### config.mk
export PLATFORM = sky130hd
export DESIGN_NAME = vector_l2_normalizer
export DESIGN_NICKNAME = d
export VERILOG_FILES = /design/src/design/vln_pkg.sv /design/src/design/vln_store.sv /design/src/design/vln_cmp_sub.sv /design/src/design/vector_l2_normalizer.sv
export SDC_FILE = /design/constraint.sdc
export NUM_CORES = 2
export LEC_CHECK = 0
export BUFFER_PORTS_ARGS = -buffer_cell sky130_fd_sc_hd__clkbuf_2
export CORE_MARGIN = 1
export CORE_UTILIZATION = 54
export CTS_CLUSTER_DIAMETER = 50
export DETAILED_ROUTE_END_ITERATION = 16
export GPL_ROUTABILITY_DRIVEN = 0
export HOLD_SLACK_MARGIN = 0.15
export PLACE_DENSITY_LB_ADDON = 0.12
export SKIP_LAST_GASP = 1
export SLEW_MARGIN = 30
export SYNTH_ARGS = -nofsm -noshare
export SYNTH_HDL_FRONTEND = slang
export SYNTH_SLANG_ARGS = --single-unit
### constraint.sdc
create_clock -name clk -period 10.5 [get_ports clk]
set_clock_uncertainty 0.1 [all_clocks]
set_input_delay 0.525 -clock clk [delete_from_list [all_inputs] [get_ports clk]]
set_output_delay 0.525 -clock clk [all_outputs]
set_load 0.01 [all_outputs]
### src/design/vln_pkg.sv
package vln_pkg;

  localparam int MAX_LENGTH = 64;
  localparam int ADDR_W     = $clog2(MAX_LENGTH);
  localparam int CNT_W      = $clog2(MAX_LENGTH + 1);
  localparam int DATA_W     = 16;
  localparam int SUM_W      = 37;
  localparam int FRAC_EXT   = 16;
  localparam int ARITH_W    = SUM_W + FRAC_EXT;
  localparam int ROOT_W     = (ARITH_W + 1) / 2;
  localparam int QUOT_W     = 16;
  localparam int STEP_W     = $clog2(QUOT_W);
  localparam int NUM_SHIFT  = 23;
  localparam int DIV_SHIFT  = QUOT_W - 1;
  localparam int SAT_SHIFT  = NUM_SHIFT - QUOT_W;

  // Outcome of one compare-and-subtract step
  typedef struct packed {
    logic               ge;
    logic [ARITH_W-1:0] diff;
  } sub_res_t;

  // Magnitude of a two's complement element; the most negative code maps to 2^15
  function automatic logic [DATA_W-1:0] magnitude(input logic [DATA_W-1:0] v);
    magnitude = v[DATA_W-1] ? (~v + DATA_W'(1)) : v;
  endfunction

endpackage

### src/design/vln_store.sv
module vln_store (
  input  logic                       clk,
  input  logic                       we,
  input  logic [vln_pkg::ADDR_W-1:0] waddr,
  input  logic [vln_pkg::DATA_W-1:0] wdata,
  input  logic [vln_pkg::ADDR_W-1:0] raddr,
  output logic [vln_pkg::DATA_W-1:0] rdata
);
  import vln_pkg::*;

  logic [DATA_W-1:0] mem [MAX_LENGTH];

  always_ff @(posedge clk) begin
    if (we) begin
      mem[waddr] <= wdata;
    end
    rdata <= mem[raddr];
  end

endmodule

### src/design/vln_cmp_sub.sv
module vln_cmp_sub (
  input  logic [vln_pkg::ARITH_W-1:0] a,
  input  logic [vln_pkg::ARITH_W-1:0] b,
  output vln_pkg::sub_res_t           res
);
  import vln_pkg::*;

  logic [ARITH_W:0] wide;

  // Borrow out of the extended difference tells whether a < b
  assign wide     = {1'b0, a} - {1'b0, b};
  assign res.ge   = ~wide[ARITH_W];
  assign res.diff = wide[ARITH_W-1:0];

endmodule

### src/design/vector_l2_normalizer.sv
// Channel   | Ports                                              | Handshake
// ----------+----------------------------------------------------+---------------------------
// element   | start, busy, element_value                         | taken on start && !busy
// result    | done, normalized_value, element_index,             | done pulse per result,
//           | last_of_vector                                     | no back-pressure
// config    | vector_length_we, vector_length                    | written on vector_length_we
//
// Each element request holds busy in ST_ACCUM while its square is added into
// the running sum, so the next element is taken only after that state.
// Completing a vector runs the restoring square root: 27 steps of the shared
// compare-subtract unit. Each element then passes through store read, setup,
// 16 quotient steps on the same unit and emit; a saturated or zero result skips the steps.
// Reset clears the sequencer, the sum, the count and sets the length to 64; the
// element store is not cleared, only entries written in the current vector are read.
// Results cannot be stalled: done marks each one for a single cycle.
module vector_l2_normalizer (
  input  logic                              clk,
  input  logic                              rst,
  input  logic                              start,
  output logic                              busy,
  input  logic signed [vln_pkg::DATA_W-1:0] element_value,
  input  logic                              vector_length_we,
  input  logic        [vln_pkg::CNT_W-1:0]  vector_length,
  output logic                              done,
  output logic signed [vln_pkg::DATA_W-1:0] normalized_value,
  output logic        [vln_pkg::ADDR_W-1:0] element_index,
  output logic                              last_of_vector
);
  import vln_pkg::*;

  localparam logic [DATA_W-1:0] POS_MAX = {1'b0, {(DATA_W-1){1'b1}}};
  localparam logic [DATA_W-1:0] NEG_MIN = {1'b1, {(DATA_W-1){1'b0}}};

  typedef enum logic [2:0] {
    ST_IDLE,
    ST_ACCUM,
    ST_ROOT,
    ST_FETCH,
    ST_SETUP,
    ST_DIVIDE,
    ST_EMIT
  } state_t;

  state_t             state;
  logic [CNT_W-1:0]   length;
  logic [CNT_W-1:0]   count;
  logic [SUM_W-1:0]   sum;
  logic [DATA_W-1:0]  mag;
  logic [ARITH_W-1:0] rem;     // radicand during the root, remainder during division
  logic [ARITH_W-1:0] root;
  logic [ARITH_W-1:0] bit_pos;
  logic [ARITH_W-1:0] dvs;
  logic [QUOT_W-1:0]  quot;
  logic [STEP_W-1:0]  step;
  logic [ADDR_W-1:0]  k;
  logic               neg;
  logic               sat;
  logic               zero_norm;

  logic [CNT_W-1:0]   eff_len;
  logic [SUM_W-1:0]   sum_next;
  logic [2*DATA_W-1:0] square;
  logic               accept;
  logic [DATA_W-1:0]  rd_data;
  logic [DATA_W-1:0]  rd_mag;
  logic [ROOT_W-1:0]  norm;
  logic [ARITH_W-1:0] op_a;
  logic [ARITH_W-1:0] op_b;
  sub_res_t           unit_res;
  logic [DATA_W-1:0]  res_value;
  logic               is_last;

  assign accept   = start && !busy;
  assign busy     = (state != ST_IDLE);
  assign square   = mag * mag;
  assign sum_next = sum + SUM_W'(square);
  assign norm     = root[ROOT_W-1:0];
  assign rd_mag   = magnitude(rd_data);
  assign is_last  = (CNT_W'(k) + CNT_W'(1)) == count;

  // Clamp the programmed length into one to the store depth
  always_comb begin
    if (length == '0) begin
      eff_len = CNT_W'(1);
    end else if (length > CNT_W'(MAX_LENGTH)) begin
      eff_len = CNT_W'(MAX_LENGTH);
    end else begin
      eff_len = length;
    end
  end

  // Route the shared unit: radicand against trial root, or remainder against divisor
  always_comb begin
    case (state)
      ST_ROOT: begin
        op_a = rem;
        op_b = root | bit_pos;
      end
      ST_DIVIDE: begin
        op_a = rem;
        op_b = dvs;
      end
      default: begin
        op_a = '0;
        op_b = '0;
      end
    endcase
  end

  // Apply sign and saturate the quotient into Q1.15
  always_comb begin
    if (zero_norm) begin
      res_value = '0;
    end else if (sat) begin
      res_value = neg ? NEG_MIN : POS_MAX;
    end else if (neg) begin
      res_value = (quot > NEG_MIN) ? NEG_MIN : (~quot + DATA_W'(1));
    end else begin
      res_value = quot[QUOT_W-1] ? POS_MAX : quot;
    end
  end

  vln_store u_store (
    .clk   (clk),
    .we    (accept),
    .waddr (count[ADDR_W-1:0]),
    .wdata (element_value),
    .raddr (k),
    .rdata (rd_data)
  );

  vln_cmp_sub u_unit (
    .a   (op_a),
    .b   (op_b),
    .res (unit_res)
  );

  always_ff @(posedge clk) begin
    if (rst) begin
      state  <= ST_IDLE;
      length <= CNT_W'(MAX_LENGTH);
      count  <= '0;
      sum    <= '0;
      k      <= '0;
      done   <= 1'b0;
    end else begin
      done <= 1'b0;
      if (vector_length_we) begin
        length <= vector_length;
      end
      case (state)
        ST_IDLE: begin
          if (accept) begin
            mag   <= magnitude(element_value);
            count <= count + CNT_W'(1);
            state <= ST_ACCUM;
          end
        end
        ST_ACCUM: begin
          sum <= sum_next;
          if (count >= eff_len) begin
            // Start the root on sum scaled by 2^16, top trial bit first
            rem     <= {sum_next, FRAC_EXT'(0)};
            root    <= '0;
            bit_pos <= {1'b1, {(ARITH_W-1){1'b0}}};
            k       <= '0;
            state   <= ST_ROOT;
          end else begin
            state <= ST_IDLE;
          end
        end
        ST_ROOT: begin
          if (unit_res.ge) begin
            rem  <= unit_res.diff;
            root <= (root >> 1) | bit_pos;
          end else begin
            root <= root >> 1;
          end
          bit_pos <= bit_pos >> 2;
          if (bit_pos[0]) begin
            state <= ST_FETCH;
          end
        end
        ST_FETCH: begin
          state <= ST_SETUP;
        end
        ST_SETUP: begin
          neg       <= rd_data[DATA_W-1];
          zero_norm <= (norm == '0);
          sat       <= (norm != '0) && ((ROOT_W'(rd_mag) << SAT_SHIFT) >= norm);
          rem       <= ARITH_W'(rd_mag) << NUM_SHIFT;
          dvs       <= ARITH_W'(norm) << DIV_SHIFT;
          quot      <= '0;
          step      <= '0;
          // Skip the quotient steps when the result is already settled
          if ((norm == '0) || ((ROOT_W'(rd_mag) << SAT_SHIFT) >= norm)) begin
            state <= ST_EMIT;
          end else begin
            state <= ST_DIVIDE;
          end
        end
        ST_DIVIDE: begin
          if (unit_res.ge) begin
            rem <= unit_res.diff;
          end
          quot <= {quot[QUOT_W-2:0], unit_res.ge};
          dvs  <= dvs >> 1;
          step <= step + STEP_W'(1);
          if (step == STEP_W'(QUOT_W - 1)) begin
            state <= ST_EMIT;
          end
        end
        ST_EMIT: begin
          done             <= 1'b1;
          normalized_value <= res_value;
          element_index    <= k;
          last_of_vector   <= is_last;
          if (is_last) begin
            // Drop the sum and count so the next vector starts clean
            sum   <= '0;
            count <= '0;
            k     <= '0;
            state <= ST_IDLE;
          end else begin
            k     <= k + ADDR_W'(1);
            state <= ST_FETCH;
          end
        end
        default: begin
          state <= ST_IDLE;
        end
      endcase
    end
  end

  a_accept_accum: assert property (@(posedge clk) disable iff (rst)
    accept |=> (state == ST_ACCUM))
    else $error("accepted request did not move to accumulation");

  a_root_onehot: assert property (@(posedge clk) disable iff (rst)
    (state == ST_ROOT) |-> $onehot(bit_pos))
    else $error("root trial bit is not one-hot");

  a_root_disjoint: assert property (@(posedge clk) disable iff (rst)
    (state == ST_ROOT) |-> ((root & bit_pos) == '0))
    else $error("partial root overlaps the trial bit");

  a_last_clears: assert property (@(posedge clk) disable iff (rst)
    (done && last_of_vector) |-> ((count == '0) && (sum == '0) && !busy))
    else $error("vector end left state behind");

  a_mid_busy: assert property (@(posedge clk) disable iff (rst)
    (done && !last_of_vector) |-> busy)
    else $error("block went idle inside a vector");

endmodule

==> summary.md <==
| Metric | Value |
|---|---|
| Startpoint Class | flop |
| EDFF count, synth | 1,261 |
| WL per Instance | 26.47 um |
| Drt total wl | 163,500 um |
| Area Overhead vs Synth | 11.84% |
| Synth area leaders | edfxtp_1 (58%), mux4_2 (12%), fa_1 (6.0%) |
| HPWL Detailed | 105,000 um |
| Post-route minimum period | 7.377 ns |
| H-tree levels | 4 |
| Max Freq | 0.1356 GHz |
| Slowest stage cell, crit path | edfxtp_1 |
| Yosys reg bits | 1,338 |
| CTS Root Cell | clkbuf_16 |
| Fraction of layout cells with a size suffix above 1 | 0.1801 |
| Die width | 349.5 um |
| DRT Pass-1 Iters | 6 |
| Clock slew at reported path FFs | 0.06 ns |
| # port buffers | 51 |
| Most instantiated library cell after synthesis | edfxtp_1 |
| Avg Cell Area, Syn | 15.07 sq um |
| Vias | 37,390 |
| Hold Path Cell Cnt | 3 |
| Final WS setup | 3.123 ns |
| Final setup violation count | 0 |
| Final TNS setup | 0 ns |
| Fin. Hold Viols | 0 |
| I/O pin cnt | 52 |
| First-pass GRT wire length | around 240,000 um |
| CTS tree | yes |
| Slew headroom | 0.3007 |
| Main flop type after synthesis | edfxtp_1 |
| Synth warn | 0 |
| Vias per cell | 6.053 |
| CP endpoint kind | flop |
| Critical path depth | 24 |
| Min-delay worst type | primary input to flop |
| Num CTS Buffers | 152 |
| FFs w/ async S/R, synth | 0 |
| Top-area cell type share of the netlist area | 0.5805 |
| GRT overflow | 0 |
| Die Area | 122,200 sq um |
| Initial antenna violation count | 1 |
| Crit path max-delay family | adder cells |
| Mapped Cells | between 4,000 and 5,000 |
| Worst-Margin Slew | between 1 and 1.5 ns |
| Clk sinks | 1,338 |
| Critical path fanouts, max | 11 |
| Seq/Total Area, Yosys | 0.6042 |
| CP most frequent cell | inv_1 |
| Initial core utilization | 0.5444 |
| Static Leak | around 26 nW |
| # DRC | 0 |
| Post-Syn Area | 65,230 sq um |
| Worst r2r path cells | 24 |
| Die height | between 300 and 400 um |
| Syn Nets | 4,739 |
| Cell variety after synth | 86 |
| Total track usage | 0.2738 |
| Clock buffer depth | 3 |
| Yosys top cell by area | edfxtp_1 |
| Worst path cell trace | inv_1 > nor2_1 > inv_1 > fa_1 > inv_1 > fa_1 > inv_1 > fa_1 > inv_1 > fa_1 > inv_1 > fa_1 > inv_1 > fa_1 > ha_1 > nand4_1 > nor3_1 > nand4_1 > nand3_1 > a21oi_1 > o21bai_1 > nand3_1 > mux2i_1 > or4_1 |
| RSZ-0062 raised after global routing | false |
| PwrDens | 248.9 nW/um^2 |
| CP max stage delay | about 0.62 ns |
| Crit path DAT | 7.77 ns |
| Critical Setup Path Class | flop to flop |
| Nets | between 4,000 and 5,000 |
| Iter 0 DRT Violations | 4,069 |
| Status | finished, final reports clean |
| Number of global-route vias before repair | 37,286 |
| CTS resizes | 0 |
| Pins Over Slew Limit | 0 |
| Largest net degree at the start of global routing | 151 |
| VDD IR-drop max | roughly 0.42 mV |
| Cell Rows | 127 |
| Crit path buffers/inverters | 7 |
| Clk_lat worst skew | ~0.78 ns |
| Period utilization | 0.7026 |
| Dpl ws | 3.209 ns |
| Core Area | 119,800 sq um |
| Post-CTS Setup Bufs | 0 |
| Commonest cells in the netlist | edfxtp_1 (1,261), inv_1 (398), mux4_2 (336) |
| Worst EP required | 10.89 ns |
| Post-route ant nets | 0 |
| # Max-Cap Violations | 0 |
==> metrics by stage <==
stage | instance area [sq um] | hold slack, ns | total power, mW | utilization | std cells
CTS | 72870 | 0.1554 | 18.19 | 0.6082 | 6172
detailed placement | 67610 | 0.3597 | 12.83 | 0.5643 | 5874
global route | 72950 | 0.2033 | 19.09 | 0.6088 | 6175
global placement | 67530 | 0.3575 | 12.80 | 0.5636 | 5873
floorplan | 65230 | 0.3029 | 10.63 | - | 4328
finish | 72950 | 0.2217 | 18.16 | 0.6089 | 6177
==> final timing paths <==
check               startpoint       to  slack, ns
max reg2reg            mag[12]  rem[52]       3.12
min          element_value[12]  mag[15]       0.22
min reg2reg            sum[33]  sum[33]       0.37
max                    mag[12]  rem[52]       3.12
==> worst reg2reg max path, stage by stage, from the launching register on <==
cell	delay, ns
edfxtp_1	0.62
inv_1	0.26
nor2_1	0.25
inv_1	0.09
fa_1	0.53
inv_1	0.05
fa_1	0.53
inv_1	0.05
fa_1	0.49
inv_1	0.06
fa_1	0.54
inv_1	0.05
fa_1	0.47
inv_1	0.05
fa_1	0.44
ha_1	0.37
nand4_1	0.17
nor3_1	0.29
nand4_1	0.19
nand3_1	0.23
a21oi_1	0.12
o21bai_1	0.36
nand3_1	0.18
mux2i_1	0.14
or4_1	0.47
==> cells in the final DEF (no fill, tap or decap), drive strengths merged, types with 108 or more instances in the layout <==
| cell | netlist | routed |
|---|---|---|
| fa | 194 | 194 |
| nor2 | 277 | 277 |
| inv | 398 | 412 |
| ha | 190 | 190 |
| o21ai | 115 | 115 |
| nand2 | 274 | 274 |
| buf | 49 | 108 |
| mux4 | 336 | 336 |
| a21oi | 117 | 117 |
| clkbuf | 170 | 232 |
| edfxtp | 1261 | 1261 |
==> routing by layer <==
layer	up-vias	global-route usage	wire [um]
met2	1411	0.4412	79440
met4	0	0.09228	4994
met5	-	0	0
met3	277	0.04210	11300
met1	19217	0.3839	67760
li1	16485	-	-
==> registers in the layout, indices dropped and copies added (netlist names) <==
| register | flops |
|---|---|
| neg | 1 |
| done | 1 |
| element_index | 6 |
| state | 3 |
| normalized_value | 16 |
| step | 4 |
| count | 7 |
| zero_norm | 1 |
| u_store.mem | 1024 |
| root | 53 |
| mag | 16 |
| sat | 1 |
| rem | 53 |
| length | 7 |
| dvs | 42 |
| sum | 37 |
| quot | 16 |
| k | 6 |
| last_of_vector | 1 |
| u_store.rdata | 16 |
| bit_pos | 27 |
==> cell families after synthesis <==
group           after synthesis  synth area share
buf+inv                     621           0.03742
simple gates                956           0.07004
xor+xnor                    122           0.01638
flops                      1338            0.6042
mux                         356            0.1192
compound gates              551           0.05684
fa+ha+maj                   384           0.09599
==> final cells by class <==
cell class / instances / area (sq um)
Tap cell: 1612 / 2017
Clock buffer: 181 / 4048
Antenna cell: 2 / 5.005
Fill cell: 9112 / 46860
Timing Repair Buffer: 177 / 1339
Inverter: 399 / 1498
Sequential cell: 1338 / 39420
Multi-Input combinational cell: 2369 / 23580
Clock inverter: 99 / 1039
==> report_power, final <==
part	switching, mW	internal, mW
registers	0.0578	6.11
clock network	2.22	3.11
logic	4.29	2.36
==> timing repair <==
item,in CTS,in global routing
hold endpoints to repair,34,0
hold buffers,18,0
endpoints found under the setup margin,0,0
(Power assumes the default switching activity.)
